[config.mk]
export PLATFORM = sky130hd
export DESIGN_NAME = bounded_char_deque_with_search_core_flat
export DESIGN_NICKNAME = d
export VERILOG_FILES = /design/src/rtl/core/bcdq_pkg.sv /design/src/rtl/core/bcdq_if.sv /design/src/rtl/core/bounded_char_deque_with_search_core.sv /design/src/rtl/core/bcdq_ctrl.sv /design/src/rtl/core/bcdq_dpath.sv /design/src/flat_wrapper.sv
export SDC_FILE = /design/constraint.sdc
export NUM_CORES = 1
export LEC_CHECK = 0
export ABC_AREA = 0
export BUFFER_PORTS_ARGS = -buffer_cell sky130_fd_sc_hd__buf_4
export CORE_MARGIN = 8
export CORE_UTILIZATION = 50
export CTS_CLUSTER_DIAMETER = 200
export CTS_CLUSTER_SIZE = 8
export DETAILED_ROUTE_END_ITERATION = 12
export PLACE_DENSITY = 0.67
export SYNTH_ARGS = -nofsm -noshare
export SYNTH_HDL_FRONTEND = slang
export SYNTH_SLANG_ARGS = --single-unit
[constraint.sdc]
create_clock -name clk -period 3.9 [get_ports clk]
set_input_delay 0.39 -clock clk [delete_from_list [all_inputs] [get_ports clk]]
set_output_delay 0.39 -clock clk [all_outputs]
set_load 0.01 [all_outputs]
[src/rtl/core/bcdq_pkg.sv]
// Package: operation codes, status codes, controller states and control structs.
package bcdq_pkg;

  // Operation codes carried in the func field
  typedef enum logic [2:0] {
    FN_PUSH_FRONT = 3'd0,
    FN_PUSH_BACK  = 3'd1,
    FN_POP_FRONT  = 3'd2,
    FN_POP_BACK   = 3'd3,
    FN_DELETE     = 3'd4,
    FN_FIND       = 3'd5,
    FN_CLEAR      = 3'd6,
    FN_PEEK       = 3'd7
  } func_t;

  // Result status codes
  typedef enum logic [1:0] {
    STAT_OK   = 2'd0,
    STAT_MISS = 2'd1,
    STAT_FULL = 2'd2
  } status_t;

  // Controller states
  typedef enum logic [1:0] {
    ST_IDLE   = 2'd0,
    ST_SEARCH = 2'd1,
    ST_APPLY  = 2'd2,
    ST_REPORT = 2'd3
  } state_t;

  // Commands from controller to datapath
  typedef struct packed {
    logic capture;
    logic search;
    logic apply;
    logic report;
  } cmd_t;

  // Status from datapath to controller
  typedef struct packed {
    logic out_busy;
  } sts_t;

endpackage

[src/rtl/core/bcdq_if.sv]
// Input and result channel interfaces of the deque core.
interface bcdq_in_if;
  logic       valid;
  logic       ready;
  logic [2:0] func;
  logic [7:0] value;

  modport source (output valid, output func, output value, input ready);
  modport sink   (input valid, input func, input value, output ready);
endinterface

interface bcdq_out_if #(
  parameter int CAPACITY = 16
);
  localparam int COUNT_W = $clog2(CAPACITY + 1);

  logic               valid;
  logic               ready;
  logic [1:0]         status;
  logic [7:0]         data_value;
  logic [COUNT_W-1:0] entry_count;
  logic [7:0]         front_value;
  logic [7:0]         back_value;
  logic               is_empty;

  modport source (output valid, output status, output data_value, output entry_count,
                  output front_value, output back_value, output is_empty, input ready);
  modport sink   (input valid, input status, input data_value, input entry_count,
                  input front_value, input back_value, input is_empty, output ready);
endinterface

[src/rtl/core/bounded_char_deque_with_search_core.sv]
// Top level of the bounded byte deque with delete-by-key and search.
// A bounded ordered list of bytes held in a row of register cells. Each input
// transfer carries one operation (push front/back, pop front/back, delete first
// match, find, clear, peek) and yields exactly one result transfer with status,
// removed or found byte, entry count, front and back bytes and an empty flag.
// The result of an operation goes through the steps compare all cells, update
// the cells and register the result, the last of which waits while the result
// register still holds an untaken result; the controller handles one operation
// at a time and takes no new input transfer until the current one is reported,
// and the result register lets the next operation enter while a result still
// waits.
// No clearing pass after reset: the list is empty from the first cycle.
module bounded_char_deque_with_search_core import bcdq_pkg::*; #(
  parameter int CAPACITY = 16
) (
  input  logic       clk,
  input  logic       rst,
  bcdq_in_if.sink    in_ch,
  bcdq_out_if.source out_ch
);

  cmd_t cmd;
  sts_t sts;

  // Operation sequencer
  bcdq_ctrl u_ctrl (
    .clk       (clk),
    .rst       (rst),
    .in_valid  (in_ch.valid),
    .in_ready  (in_ch.ready),
    .out_ready (out_ch.ready),
    .sts       (sts),
    .cmd       (cmd)
  );

  // Cell row and result register
  bcdq_dpath #(
    .CAPACITY (CAPACITY)
  ) u_dpath (
    .clk        (clk),
    .rst        (rst),
    .cmd        (cmd),
    .sts        (sts),
    .in_func    (in_ch.func),
    .in_value   (in_ch.value),
    .out_ready  (out_ch.ready),
    .out_valid  (out_ch.valid),
    .out_status (out_ch.status),
    .out_data   (out_ch.data_value),
    .out_count  (out_ch.entry_count),
    .out_front  (out_ch.front_value),
    .out_back   (out_ch.back_value),
    .out_empty  (out_ch.is_empty)
  );

endmodule

[src/rtl/core/bcdq_ctrl.sv]
// Controller: sequences capture, compare, update and report for one operation.
module bcdq_ctrl import bcdq_pkg::*; (
  input  logic clk,
  input  logic rst,
  input  logic in_valid,
  output logic in_ready,
  input  logic out_ready,
  input  sts_t sts,
  output cmd_t cmd
);

  state_t state, state_next;

  // State register
  always_ff @(posedge clk) begin
    if (rst) begin
      state <= ST_IDLE;
    end else begin
      state <= state_next;
    end
  end

  // Next state and commands
  always_comb begin
    state_next  = state;
    cmd         = '0;
    in_ready    = 1'b0;
    unique case (state)
      ST_IDLE: begin
        in_ready = 1'b1;
        if (in_valid) begin
          cmd.capture = 1'b1;
          state_next  = ST_SEARCH;
        end
      end
      ST_SEARCH: begin
        cmd.search = 1'b1;
        state_next = ST_APPLY;
      end
      ST_APPLY: begin
        cmd.apply  = 1'b1;
        state_next = ST_REPORT;
      end
      ST_REPORT: begin
        // wait until the result register is free or being drained
        if (!sts.out_busy || out_ready) begin
          cmd.report = 1'b1;
          state_next = ST_IDLE;
        end
      end
      default: state_next = ST_IDLE;
    endcase
  end

endmodule

[src/rtl/core/bcdq_dpath.sv]
// Datapath: row of byte cells, parallel compare, shift update and result register.
module bcdq_dpath import bcdq_pkg::*; #(
  parameter int CAPACITY = 16
) (
  input  logic                             clk,
  input  logic                             rst,
  input  cmd_t                             cmd,
  output sts_t                             sts,
  input  logic [2:0]                       in_func,
  input  logic [7:0]                       in_value,
  input  logic                             out_ready,
  output logic                             out_valid,
  output logic [1:0]                       out_status,
  output logic [7:0]                       out_data,
  output logic [$clog2(CAPACITY+1)-1:0]    out_count,
  output logic [7:0]                       out_front,
  output logic [7:0]                       out_back,
  output logic                             out_empty
);

  localparam int CW = $clog2(CAPACITY + 1);
  localparam int IW = $clog2(CAPACITY);

  logic [7:0]          cells [CAPACITY];
  logic [7:0]          cells_next [CAPACITY];
  logic [CW-1:0]       count, count_next;
  func_t               func_r;
  logic [7:0]          value_r;
  logic [CAPACITY-1:0] match_r;
  logic [CAPACITY-1:0] after;
  status_t             status_next;
  logic [7:0]          data_next;
  status_t             status_r;
  logic [7:0]          data_r;
  logic [IW-1:0]       last;
  logic                is_full;
  logic                is_zero;

  assign last    = IW'(count - CW'(1));
  assign is_full = (count == CW'(CAPACITY));
  assign is_zero = (count == '0);
  assign sts.out_busy = out_valid;

  // Operation capture
  always_ff @(posedge clk) begin
    if (cmd.capture) begin
      func_r  <= func_t'(in_func);
      value_r <= in_value;
    end
  end

  // Parallel compare against every occupied cell
  always_ff @(posedge clk) begin
    if (cmd.search) begin
      for (int i = 0; i < CAPACITY; i++) begin
        match_r[i] <= (CW'(i) < count) && (cells[i] == value_r);
      end
    end
  end

  // Cells at or past the first match take their right neighbor on delete
  always_comb begin
    after[0] = match_r[0];
    for (int i = 1; i < CAPACITY; i++) begin
      after[i] = after[i-1] | match_r[i];
    end
  end

  // Next list contents, count, status and data
  always_comb begin
    cells_next  = cells;
    count_next  = count;
    status_next = STAT_OK;
    data_next   = '0;
    unique case (func_r)
      FN_PUSH_FRONT: begin
        if (is_full) begin
          status_next = STAT_FULL;
        end else begin
          for (int i = 1; i < CAPACITY; i++) begin
            cells_next[i] = cells[i-1];
          end
          cells_next[0] = value_r;
          count_next    = count + CW'(1);
        end
      end
      FN_PUSH_BACK: begin
        if (is_full) begin
          status_next = STAT_FULL;
        end else begin
          for (int i = 0; i < CAPACITY; i++) begin
            if (CW'(i) == count) begin
              cells_next[i] = value_r;
            end
          end
          count_next = count + CW'(1);
        end
      end
      FN_POP_FRONT: begin
        if (is_zero) begin
          status_next = STAT_MISS;
        end else begin
          data_next = cells[0];
          for (int i = 0; i < CAPACITY - 1; i++) begin
            cells_next[i] = cells[i+1];
          end
          count_next = count - CW'(1);
        end
      end
      FN_POP_BACK: begin
        if (is_zero) begin
          status_next = STAT_MISS;
        end else begin
          data_next  = cells[last];
          count_next = count - CW'(1);
        end
      end
      FN_DELETE: begin
        if (match_r == '0) begin
          status_next = STAT_MISS;
        end else begin
          data_next = value_r;
          for (int i = 0; i < CAPACITY - 1; i++) begin
            if (after[i]) begin
              cells_next[i] = cells[i+1];
            end
          end
          count_next = count - CW'(1);
        end
      end
      FN_FIND: begin
        if (match_r == '0) begin
          status_next = STAT_MISS;
        end else begin
          data_next = value_r;
        end
      end
      FN_CLEAR: begin
        count_next = '0;
      end
      FN_PEEK: begin
        if (is_zero) begin
          status_next = STAT_MISS;
        end else begin
          data_next = cells[0];
        end
      end
      default: begin
        status_next = STAT_OK;
      end
    endcase
  end

  // List update
  always_ff @(posedge clk) begin
    if (cmd.apply) begin
      cells    <= cells_next;
      status_r <= status_next;
      data_r   <= data_next;
    end
  end

  always_ff @(posedge clk) begin
    if (rst) begin
      count <= '0;
    end else if (cmd.apply) begin
      count <= count_next;
    end
  end

  // Result register
  always_ff @(posedge clk) begin
    if (rst) begin
      out_valid <= 1'b0;
    end else if (cmd.report) begin
      out_valid <= 1'b1;
    end else if (out_ready) begin
      out_valid <= 1'b0;
    end
  end

  always_ff @(posedge clk) begin
    if (cmd.report) begin
      out_status <= status_r;
      out_data   <= data_r;
      out_count  <= count;
      out_front  <= is_zero ? 8'd0 : cells[0];
      out_back   <= is_zero ? 8'd0 : cells[last];
      out_empty  <= is_zero;
    end
  end

endmodule

[src/flat_wrapper.sv]
// flat-port wrapper written by rule: the top's interface ports become plain ports
module bounded_char_deque_with_search_core_flat import bcdq_pkg::*;
#(
  parameter int CAPACITY = 16
)
  (clk, rst, in_ch_valid, in_ch_func, in_ch_value, in_ch_ready, out_ch_valid, out_ch_status, out_ch_data_value, out_ch_entry_count, out_ch_front_value, out_ch_back_value, out_ch_is_empty, out_ch_ready);
  bcdq_in_if in_ch_i ();
  bcdq_out_if #(.CAPACITY(CAPACITY)) out_ch_i ();
  input  logic clk;
  input  logic rst;
  input wire logic [$bits(in_ch_i.valid)-1:0] in_ch_valid;
  input wire logic [$bits(in_ch_i.func)-1:0] in_ch_func;
  input wire logic [$bits(in_ch_i.value)-1:0] in_ch_value;
  output wire logic [$bits(in_ch_i.ready)-1:0] in_ch_ready;
  output wire logic [$bits(out_ch_i.valid)-1:0] out_ch_valid;
  output wire logic [$bits(out_ch_i.status)-1:0] out_ch_status;
  output wire logic [$bits(out_ch_i.data_value)-1:0] out_ch_data_value;
  output wire logic [$bits(out_ch_i.entry_count)-1:0] out_ch_entry_count;
  output wire logic [$bits(out_ch_i.front_value)-1:0] out_ch_front_value;
  output wire logic [$bits(out_ch_i.back_value)-1:0] out_ch_back_value;
  output wire logic [$bits(out_ch_i.is_empty)-1:0] out_ch_is_empty;
  input wire logic [$bits(out_ch_i.ready)-1:0] out_ch_ready;
  assign in_ch_i.valid = in_ch_valid;
  assign in_ch_i.func = in_ch_func;
  assign in_ch_i.value = in_ch_value;
  assign in_ch_ready = in_ch_i.ready;
  assign out_ch_valid = out_ch_i.valid;
  assign out_ch_status = out_ch_i.status;
  assign out_ch_data_value = out_ch_i.data_value;
  assign out_ch_entry_count = out_ch_i.entry_count;
  assign out_ch_front_value = out_ch_i.front_value;
  assign out_ch_back_value = out_ch_i.back_value;
  assign out_ch_is_empty = out_ch_i.is_empty;
  assign out_ch_i.ready = out_ch_ready;
  bounded_char_deque_with_search_core #(.CAPACITY(CAPACITY)) u_core (.clk(clk), .rst(rst), .in_ch(in_ch_i), .out_ch(out_ch_i));
endmodule
==> results of run 1 <==
==> power groups by stage <==
stage / Sequential [mW] / Clock [mW] / Combinational (mW)
floorplan: 3.21 / 0 / 2.30
global placement: 3.37 / 0 / 3.07
detailed placement: 3.37 / 0 / 3.08
CTS: 3.33 / 2.33 / 3.10
global route: 3.37 / 2.44 / 3.36
finish: 3.34 / 2.31 / 3.15
==> flip-flops by register name (all words and copies together) (netlist names), 2 cells and up <==
name,cells
u_core.u_dpath.count,5
u_core.u_dpath.out_count,5
u_core.u_dpath.status_r,2
u_core.u_dpath.value_r,8
u_core.u_ctrl.state,2
u_core.u_dpath.out_back,8
u_core.u_dpath.out_front,8
u_core.u_dpath.out_status,2
u_core.u_dpath.cells,128
u_core.u_dpath.out_data,8
u_core.u_dpath.match_r,16
u_core.u_dpath.data_r,8
u_core.u_dpath.func_r,3
==> layer usage <==
metal | up-vias | track usage (%)
met4 | 0 | 7.958
met2 | 607 | 34.98
met3 | 65 | 5.683
met1 | 4202 | 33.20
met5 | - | 0
li1 | 3604 | -
==> cell type report <==
cell class                      count  area share (%)
Timing Repair Buffer               91           5.243
Tap cell                          285           2.737
Sequential cell                   205           46.64
Multi-Input combinational cell    576           38.76
Clock buffer                       52           6.232
Inverter                           10          0.2881
Clock inverter                      2          0.1056
==> cells by family (layout without fill, tap and decap cells) <==
family	Yosys count	count (layout)	share of synthesized area [%]
compound gates	211	211	15.78
flops	205	205	52.60
simple gates	169	169	8.221
xor+xnor	131	131	9.998
buf+inv	98	155	3.867
mux	56	56	8.557
fa+ha+maj	9	9	0.9749
==> cell usage in the layout, fill, tap and decap left out, types with 8 or more instances in the layout <==
cell type  instances
nand3_1           11
nand4_1           24
a21oi_1           22
mux2i_1            8
nor2_1            28
clkbuf_1          23
a22o_1             8
a221o_1          112
a21o_1             8
nor2b_1           20
xnor2_1          106
a211oi_1          17
ha_1               9
nor3_1            21
nand2_1           16
mux2_2            14
nor4_1             9
inv_1             10
xor2_1            24
clkbuf_16         29
and3_1            12
buf_4             91
mux4_2            32
edfxtp_1         197
==> final timing paths <==
check / start / end
setup / recovery: u_core.u_dpath.count[1] / u_core.u_dpath.data_r[6]
hold / removal: in_ch_func[0] / u_core.u_dpath.func_r[0]
setup reg to reg: u_core.u_dpath.count[1] / u_core.u_dpath.data_r[6]
hold reg to reg: u_core.u_dpath.status_r[1] / u_core.u_dpath.out_status[1]
==> results.py, run 1 <==
metrics = {
    "run_status": {
        "status": "completed",
    },
    "timing": {
        "fin_setup_tns_ns": 0,
        "slew_headroom_pct": 28.55,
        "fin_skew_ns": 0.01392,
        "finalMaxSlewViolations": 0,
        "setup_ws_ns": 0.6912,
        "holdWs_ns": 0.02790,
        "worstMarginPinSlew_ns": 1.069,
        "period_share_pct": 82.28,
        "fin_crit_ns": 3.209,
        "fmax_mhz": 311.6,
        "finalHoldViolations": 0,
        "setup_violations": 0,
        "grt_setup_unrepaired": "false",
    },
    "yosys": {
        "ys_seq_elements": 205,
        "synth_common_cells": "edfxtp_1, a221o_1, xnor2_1",
        "syn_inst": 879,
        "seq_area_frac_synth_pct": 52.60,
        "synth_top_area_share_pct": 51.21,
        "ys_types": 59,
        "syn_area_um2": 11550,
        "avgSynthCellArea_um2": 13.14,
        "syn-num-nets": 903,
        "yosys_warnings": 0,
        "post-synth-top-area-cell": "edfxtp_1",
        "synth_edf_count": 197,
        "synth.most_common_cell": "edfxtp_1",
        "ys_async_sr_fraction_pct": 0,
        "synth_area_leaders": "edfxtp_1, a221o_1, xnor2_1",
        "ys_dominant_reg_cell": "edfxtp_1",
    },
    "final_layout": {
        "drive_gt1_share_pct": 19.34,
        "final_cells": 1221,
        "fin_nets": 937,
        "multi_input_comb_area_um2": 5050,
        "syn2layout_area_growth_pct": 12.80,
        "post-route-util_pct": 57.55,
        "stdcell_area_um2": 13030,
        "seq_area_um2": 6077,
        "diodes": 0,
        "fillers": 1797,
    },
    "power": {
        "power_leakage_nw": 4.383,
        "combPwrFrac_pct": 35.8,
        "swShare_pct": 35.09,
        "intPower_mw": 5.711,
        "ir_worst_vdd_v": 0.0003475,
        "power_density_nw_per_um2": 675.3,
        "clkPwrFrac_pct": 26.2,
        "total_power_mw": 8.799,
        "seq_power_share_pct": 38.0,
        "power_switching_mw": 3.088,
    },
    "floorplanning": {
        "row_count": 55,
        "die_h_um": 168.0,
        "die_area_um2": 28220,
        "die_w_um": 168.0,
        "initial_utilization_pct": 51.02,
        "ioPinCount": 49,
        "core_area_um2": 22640,
    },
    "grt": {
        "grt_pass1_wl_um": 51770,
        "grt_use_total_pct": 23.53,
        "grt_overflow": 0,
        "grt_start_max_net_pins": 79,
        "grt_pass1_vias": 8162,
        "antenna_found_initial": 0,
    },
    "place": {
        "port_buffers": 48,
        "hpwlAfterDp_um": 23440,
        "dpl_worst_slack_ns": 0.7745,
        "dpl.cell_count": 1167,
        "dpl_cell_area_um2": 12200,
        "gp_congestion": 0.8910,
    },
    "setup_path": {
        "cpMaxStageDelayCell": "ha_1",
        "worstSetupPathType": "reg -> reg",
        "crit_family": "adder cells",
        "rrSetupSlack_ns": 0.69,
        "crit_path_end_kind": "flop",
        "worst-endpoint-required_ns": 4.18,
        "max_stage_delay_ns": 0.72,
        "rr_worst_depth": 7,
        "path_buf_inv": 2,
        "worstPathMaxFanout": 15,
        "arrival_ns": 3.49,
        "cp-start-kind": "flop",
        "crit_chain": "inv_1, ha_1, buf_4, mux4_2, mux2_2, a22o_1, a211o_1",
        "path_depth": 7,
    },
    "hold_path": {
        "hold_path_class": "in -> reg",
        "min_path_cells": 1,
    },
    "clock_network": {
        "cts_tree": "yes",
        "cts.sinks": 205,
        "clk_latency_ns": 0.54,
        "clk_pin_slew_worst_paths_ns": 0.06,
        "clock-root-buffer": "clkbuf_16",
        "cts_buffers": 29,
        "cts_buffer_depth": 3,
        "ctsHoldBuffers": 0,
        "postCtsSetupRepairBufs": 0,
        "post_cts_resized": 0,
        "h-tree-depth": 1,
    },
    "routing": {
        "viasPerCell": 6.943,
        "drt-total-wl_um": 33970,
        "vias": 8478,
        "top_layer_used": "met4",
        "wl_met2_um": 15100,
        "drc": 0,
        "wl_met3_um": 3818,
        "wl_per_cell_um": 27.82,
        "firstDrtPassIters": 6,
        "drt_iter0_drc": 1270,
        "wl_met1_um": 14110,
        "ant_nets": 0,
    },
    "run": {
        "cap_viol_max_count": 0,
    },
}
No activity file was read; power rests on OpenSTA's default activity.
==> run 2, diff against run 1 <==
- ABC_AREA: 0 -> 1
- PLACE_DENSITY: 0.67 -> 0.69
- clock period: 3.9 -> 2.7 ns (I/O delays scaled with it)
==> run 2 against run 1 <==
Effect of this change: power is 67% higher; maximum frequency is 28% higher; worst hold slack improved by 0.037 ns; highest routed layer unchanged; largest cell class unchanged; cell count up 43%; register-to-register slack worse by 0.50 ns; via count up 28%; wire length is 21% higher.
==> results.py, run 2 <==
metrics = {
    "timing": {
        "fin_skew_ns": 0.01178,
        "slew_headroom_pct": 35.77,
        "period_share_pct": 92.83,
        "fin_setup_tns_ns": 0,
        "grt_setup_unrepaired": "false",
        "finalHoldViolations": 0,
        "worstMarginPinSlew_ns": 0.9560,
        "setup_violations": 0,
        "fin_crit_ns": 2.506,
        "fmax_mhz": 399.0,
        "finalMaxSlewViolations": 0,
    },
    "yosys": {
        "synth_common_cells": "nand2_1, edfxtp_1, inv_1",
        "ys_types": 39,
        "post-synth-top-area-cell": "edfxtp_1",
        "seq_area_frac_synth_pct": 49.32,
        "ys_async_sr_fraction_pct": 0,
        "synth_top_area_share_pct": 48.02,
        "synth_area_leaders": "edfxtp_1, nand2_1, nand3_1",
        "yosys_warnings": 0,
        "syn-num-nets": 1357,
        "syn_area_um2": 12320,
        "ys_seq_elements": 205,
        "ys_dominant_reg_cell": "edfxtp_1",
        "synth.most_common_cell": "nand2_1",
        "synth_edf_count": 197,
        "avgSynthCellArea_um2": 9.241,
        "syn_inst": 1333,
    },
    "clock_network": {
        "cts.sinks": 205,
        "h-tree-depth": 1,
        "cts_buffers": 29,
        "clock-root-buffer": "clkbuf_16",
        "clk_latency_ns": 0.54,
        "clk_pin_slew_worst_paths_ns": 0.05,
        "cts_buffer_depth": 3,
        "ctsHoldBuffers": 12,
        "cts_tree": "yes",
        "postCtsSetupRepairBufs": 0,
        "post_cts_resized": 0,
    },
    "setup_path": {
        "cp-start-kind": "flop",
        "worstSetupPathType": "reg -> reg",
        "reg2reg_from": "u_core.u_dpath.count[0]",
        "rrSetupSlack_ns": 0.19,
        "worst-endpoint-required_ns": 2.94,
        "crit_start": "u_core.u_dpath.count[0]",
        "worstPathMaxFanout": 82,
        "arrival_ns": 2.75,
        "crit_path_end_kind": "flop",
    },
    "grt": {
        "grt_use_total_pct": 26.68,
        "grt_pass1_wl_um": 62360,
        "grt_pass1_vias": 10360,
        "grt_start_max_net_pins": 83,
        "grt_overflow": 0,
        "antenna_found_initial": 0,
    },
    "floorplanning": {
        "ioPinCount": 49,
        "row_count": 57,
        "die_w_um": 173.0,
        "initial_utilization_pct": 50.80,
        "die_h_um": 173.0,
        "die_area_um2": 29920,
        "core_area_um2": 24250,
    },
    "power": {
        "seq_power_share_pct": 32.8,
        "power_leakage_nw": 5.500,
        "ir_worst_vdd_v": 0.0006733,
        "combPwrFrac_pct": 44.6,
        "swShare_pct": 42.33,
        "power_switching_mw": 6.225,
        "power_density_nw_per_um2": 1045,
        "clkPwrFrac_pct": 22.6,
        "intPower_mw": 8.480,
    },
    "routing": {
        "ant_nets": 0,
        "wl_per_cell_um": 23.63,
        "firstDrtPassIters": 6,
        "drt-total-wl_um": 41210,
        "drt_iter0_drc": 1745,
        "viasPerCell": 6.240,
        "vias": 10880,
        "drc": 0,
    },
    "place": {
        "gp_congestion": 0.9837,
        "port_buffers": 48,
        "hpwlAfterDp_um": 29080,
    },
    "final_layout": {
        "syn2layout_area_growth_pct": 14.27,
        "drive_gt1_share_pct": 14.30,
        "layout_common_cells": "nand2_1, edfxtp_1, inv_1",
        "multi_input_comb_area_um2": 5176,
        "mostFrequentLayoutCell": "nand2_1",
        "reg.largest.list": "u_core.u_dpath.cells: 128 flops, u_core.u_dpath.match_r: 16 flops",
        "post-route-util_pct": 58.05,
        "fillers": 2154,
        "top_register": "u_core.u_dpath.cells",
        "largest_reg_flops": 128,
        "fin_nets": 1422,
        "diodes": 0,
        "seq_area_um2": 6077,
    },
    "run": {
        "cap_viol_max_count": 0,
    },
    "run_status": {
        "status": "completed",
    },
    "hold_path": {
        "min_from": "out_ch_ready",
        "hold_path_class": "in -> reg",
    },
}
==> run 2: cell count changes in the layout (fill, tap and decap cells not counted), sizes merged, moves of 16 or more <==
| cell | previous run | this run |
|---|---|---|
| a21oi | 23 | 41 |
| nand2 | 16 | 230 |
| inv | 11 | 170 |
| nor2b | 23 | 0 |
| mux2 | 16 | 0 |
| o22ai | 2 | 29 |
| o221ai | 0 | 109 |
| o21ai | 7 | 45 |
| mux4 | 32 | 0 |
| xnor2 | 106 | 62 |
| a221o | 112 | 0 |
| nand3 | 11 | 149 |
| nor2 | 29 | 108 |
==> run 2: worst max-delay path: stages, from the launching register on <==
cell,delay (ns)
dfxtp_2,0.33
buf_4,0.73
ha_1,0.41
nand3_1,0.11
a21oi_1,0.15
nand2_1,0.07
nor2_1,0.17
buf_4,0.22
==> run 2: cell type report <==
cell class                      instances  area share, %
Clock buffer                           51          5.742
Clock inverter                          2        0.09778
Inverter                              175          4.667
Multi-Input combinational cell        871          36.77
Sequential cell                       205          43.17
Tap cell                              324          2.880
Timing Repair Buffer                  116          6.667
==> run 2: final timing paths <==
kind                                              endpoint  cells past startpoint
worst min-delay path              u_core.u_dpath.out_valid                      4
worst min register to register  u_core.u_dpath.out_data[1]                      0
worst max register to register    u_core.u_dpath.cells[66]                      7
worst max-delay path              u_core.u_dpath.cells[66]                      7
==> run 2: per-layer routing <==
metal | routed length (um) | track usage [%] | up-vias | part of all wire, %
met1 | 16350 | 34.90 | 5137 | 40
met3 | 5439 | 8.495 | 115 | 13
met4 | 2143 | 13.55 | 0 | 5.2
met2 | 17280 | 39.21 | 753 | 42
met5 | 0 | 0 | - | 0
li1 | - | - | 4878 | -
==> run 2: cell families after synthesis <==
logic type / count (synthesis) / share of synthesized area, %
adders and majority gates: 9 / 0.9142
buffers and inverters: 257 / 8.786
AOI/OAI and AO/OA: 240 / 15.95
xor gates and xnor gates: 74 / 5.323
DFF: 205 / 49.32
and+or+nand+nor: 548 / 19.71
==> run 2: per-stage QoR <==
stage	cell area [um2]	power, mW	instances	hold slack, ns	worst slack [ns]
after floorplan	12320	8.998	1333	0.3391	0.1516
after global placement	13130	11.12	1679	0.4031	0.2395
after detailed placement	13130	11.19	1679	0.4045	0.3175
after CTS	14080	14.52	1744	0.04461	0.2895
after global routing	14080	15.39	1744	0.07233	0.06148
final	14080	14.71	1744	0.06517	0.1935
==> run 2: power by group through the flow <==
stage / combinational [mW] / sequential, mW / clock, mW
floorplan: 4.20 / 4.80 / 0
global placement: 6.26 / 4.86 / 0
detailed placement: 6.32 / 4.87 / 0
global route: 7.02 / 4.88 / 3.50
CTS: 6.35 / 4.82 / 3.35
finish: 6.56 / 4.83 / 3.32
==> run 3, diff against run 2 <==
- BUFFER_PORTS_ARGS: -buffer_cell sky130_fd_sc_hd__buf_4 -> unset
- DONT_BUFFER_PORTS: unset -> 1
- PLACE_DENSITY: 0.69 -> 0.68
==> run 3 against run 2 <==
Effect of this change: worst hold slack worse by 0.032 ns; count of clock-buffer cells in the layout is 1 higher; clock skew is 0.015 ns higher; combinational power is 0.8% lower; flip-flop and latch count stayed put; maximum frequency is 2.6% lower; sequential power is 2% higher; critical endpoint unchanged; largest cell class unchanged; largest power group unchanged; highest routed layer unchanged.
==> results.py, run 3 (synthesis results as in run 2) <==
metrics = {
    "final_layout": {
        "layout_common_cells": "nand2_1, edfxtp_1, inv_1",
        "reg.largest.list": "u_core.u_dpath.cells: 128 flops, u_core.u_dpath.match_r: 16 flops",
        "fin_nets": 1379,
        "diodes": 0,
        "seq_area_um2": 6077,
        "final_cells": 1702,
        "drive_gt1_share_pct": 11.54,
        "largest_reg_flops": 128,
        "multi_input_comb_area_um2": 5176,
        "fillers": 2094,
        "mostFrequentLayoutCell": "nand2_1",
        "stdcell_area_um2": 13780,
        "top_register": "u_core.u_dpath.cells",
        "syn2layout_area_growth_pct": 11.89,
    },
    "place": {
        "dpl.cell_count": 1635,
        "dpl_cell_area_um2": 12820,
        "gp_congestion": 1.020,
        "hpwlAfterDp_um": 28640,
        "port_buffers": 0,
    },
    "floorplanning": {
        "die_area_um2": 29920,
        "die_w_um": 173.0,
        "ioPinCount": 49,
        "die_h_um": 173.0,
        "core_area_um2": 24250,
        "initial_utilization_pct": 50.80,
        "row_count": 57,
    },
    "grt": {
        "antenna_found_initial": 0,
        "grt_use_total_pct": 26.83,
        "grt_pass1_vias": 10120,
        "grt_start_max_net_pins": 127,
        "grt_pass1_wl_um": 62600,
        "grt_overflow": 0,
    },
    "routing": {
        "firstDrtPassIters": 6,
        "ant_nets": 0,
        "wl_per_cell_um": 24.55,
        "vias": 10980,
        "drt-total-wl_um": 41780,
        "viasPerCell": 6.449,
        "drt_iter0_drc": 2035,
        "drc": 0,
    },
    "hold_path": {
        "min_path_cells": 2,
        "hold_path_class": "in -> reg",
    },
    "timing": {
        "grt_setup_unrepaired": "false",
        "finalMaxSlewViolations": 0,
        "fmax_mhz": 388.4,
        "slew_headroom_pct": 35.80,
        "holdWs_ns": 0.03356,
        "period_share_pct": 95.36,
        "worstMarginPinSlew_ns": 0.9557,
        "fin_crit_ns": 2.575,
        "finalHoldViolations": 0,
        "fin_skew_ns": 0.02726,
        "fin_setup_tns_ns": 0,
        "setup_violations": 0,
    },
    "setup_path": {
        "worstPathMaxFanout": 82,
        "rr_worst_depth": 7,
        "crit_path_frequent_cell": "buf_4",
        "worstSetupPathType": "reg -> reg",
        "worst-endpoint-required_ns": 2.95,
        "max_stage_delay_ns": 0.72,
        "arrival_ns": 2.83,
        "cp-start-kind": "flop",
        "crit_chain": "buf_4, ha_1, nand3_1, a21oi_1, nand2_1, nor2_1, buf_4",
        "cpMaxStageDelayCell": "buf_4",
        "crit_path_end_kind": "flop",
    },
    "power": {
        "intPower_mw": 8.436,
        "clkPwrFrac_pct": 23.0,
        "combPwrFrac_pct": 43.9,
        "power_switching_mw": 6.404,
        "power_leakage_nw": 5.303,
        "ir_worst_vdd_v": 0.0005779,
        "total_power_mw": 14.84,
        "power_density_nw_per_um2": 1077,
        "swShare_pct": 43.15,
        "seq_power_share_pct": 33.1,
    },
    "run_status": {
        "status": "completed",
    },
    "clock_network": {
        "cts_buffer_depth": 3,
        "cts_tree": "yes",
        "clk_pin_slew_worst_paths_ns": 0.06,
        "post_cts_resized": 0,
        "clock-root-buffer": "clkbuf_16",
        "cts_buffers": 29,
        "clk_latency_ns": 0.56,
        "h-tree-depth": 1,
        "cts.sinks": 205,
    },
    "run": {
        "cap_viol_max_count": 0,
    },
}
## run 3: cell types whose count changed in the layout (fill, tap and decap cells not counted), sizes merged
cell / delta
buf: -44
clkbuf: +1
dlygate4sd3: +1
## run 3: worst max-delay path: cells and delay by family (launching register included)
kind / cells / cell delay, ns
AND/OR/NAND/NOR: 3 / 0.37
AO/OA/AOI/OAI: 1 / 0.15
adder cells (fa/ha/maj): 1 / 0.45
buffers and inverters: 2 / 0.94
flip-flops: 1 / 0.33
## run 3: routing by layer
layer / vias up / routed length (um) / global-route usage [%]
li1: 4780 / - / -
met1: 5141 / 16170 / 36.95
met2: 921 / 17710 / 39.17
met3: 135 / 5581 / 5.794
met4: 0 / 2320 / 13.91
met5: - / 0 / 0
## run 3: layout make-up
cell class	instances	area share, %
Clock inverter	2	0.1816
Sequential cell	205	44.09
Multi-Input combinational cell	871	37.55
Tap cell	324	2.941
Timing Repair Buffer	73	4.575
Clock buffer	52	5.891
Inverter	175	4.766
## run 3: worst paths after layout
| kind | end | from | slack (ns) |
|---|---|---|---|
| setup / recovery | u_core.u_dpath.cells[66] | u_core.u_dpath.count[0] | 0.13 |
| hold reg to reg | u_core.u_dpath.out_data[6] | u_core.u_dpath.data_r[6] | 0.42 |
| setup reg to reg | u_core.u_dpath.cells[66] | u_core.u_dpath.count[0] | 0.13 |
| hold / removal | u_core.u_ctrl.state[1] | in_ch_valid | 0.03 |
## run 3: timing repair
action | 4_1_cts | 5_1_grt
setup buffers | 0 | 0
endpoints found under the hold margin | 18 | 0
hold buffers | 13 | 0
endpoints found under the setup margin | 0 | 0
## run 3: power by group through the flow
| stage | Sequential (mW) | Combinational (mW) | Clock (mW) |
|---|---|---|---|
| after floorplan | 4.80 | 4.20 | 0 |
| after global placement | 4.93 | 6.12 | 0 |
| after detailed placement | 4.94 | 6.19 | 0 |
| after CTS | 4.89 | 6.26 | 3.43 |
| after global routing | 4.96 | 6.91 | 3.57 |
| final | 4.91 | 6.51 | 3.42 |
## run 3: metrics by stage
| stage | util (%) | worst slack [ns] |
|---|---|---|
| 6_report | 56.84 | 0.1253 |
| 5_1_grt | 56.84 | 0.1101 |
| 4_1_cts | 56.84 | 0.2509 |
| 3_5_place_dp | 52.85 | 0.3003 |
| 3_3_place_gp | 52.85 | 0.2826 |
| 2_1_floorplan | - | 0.1516 |
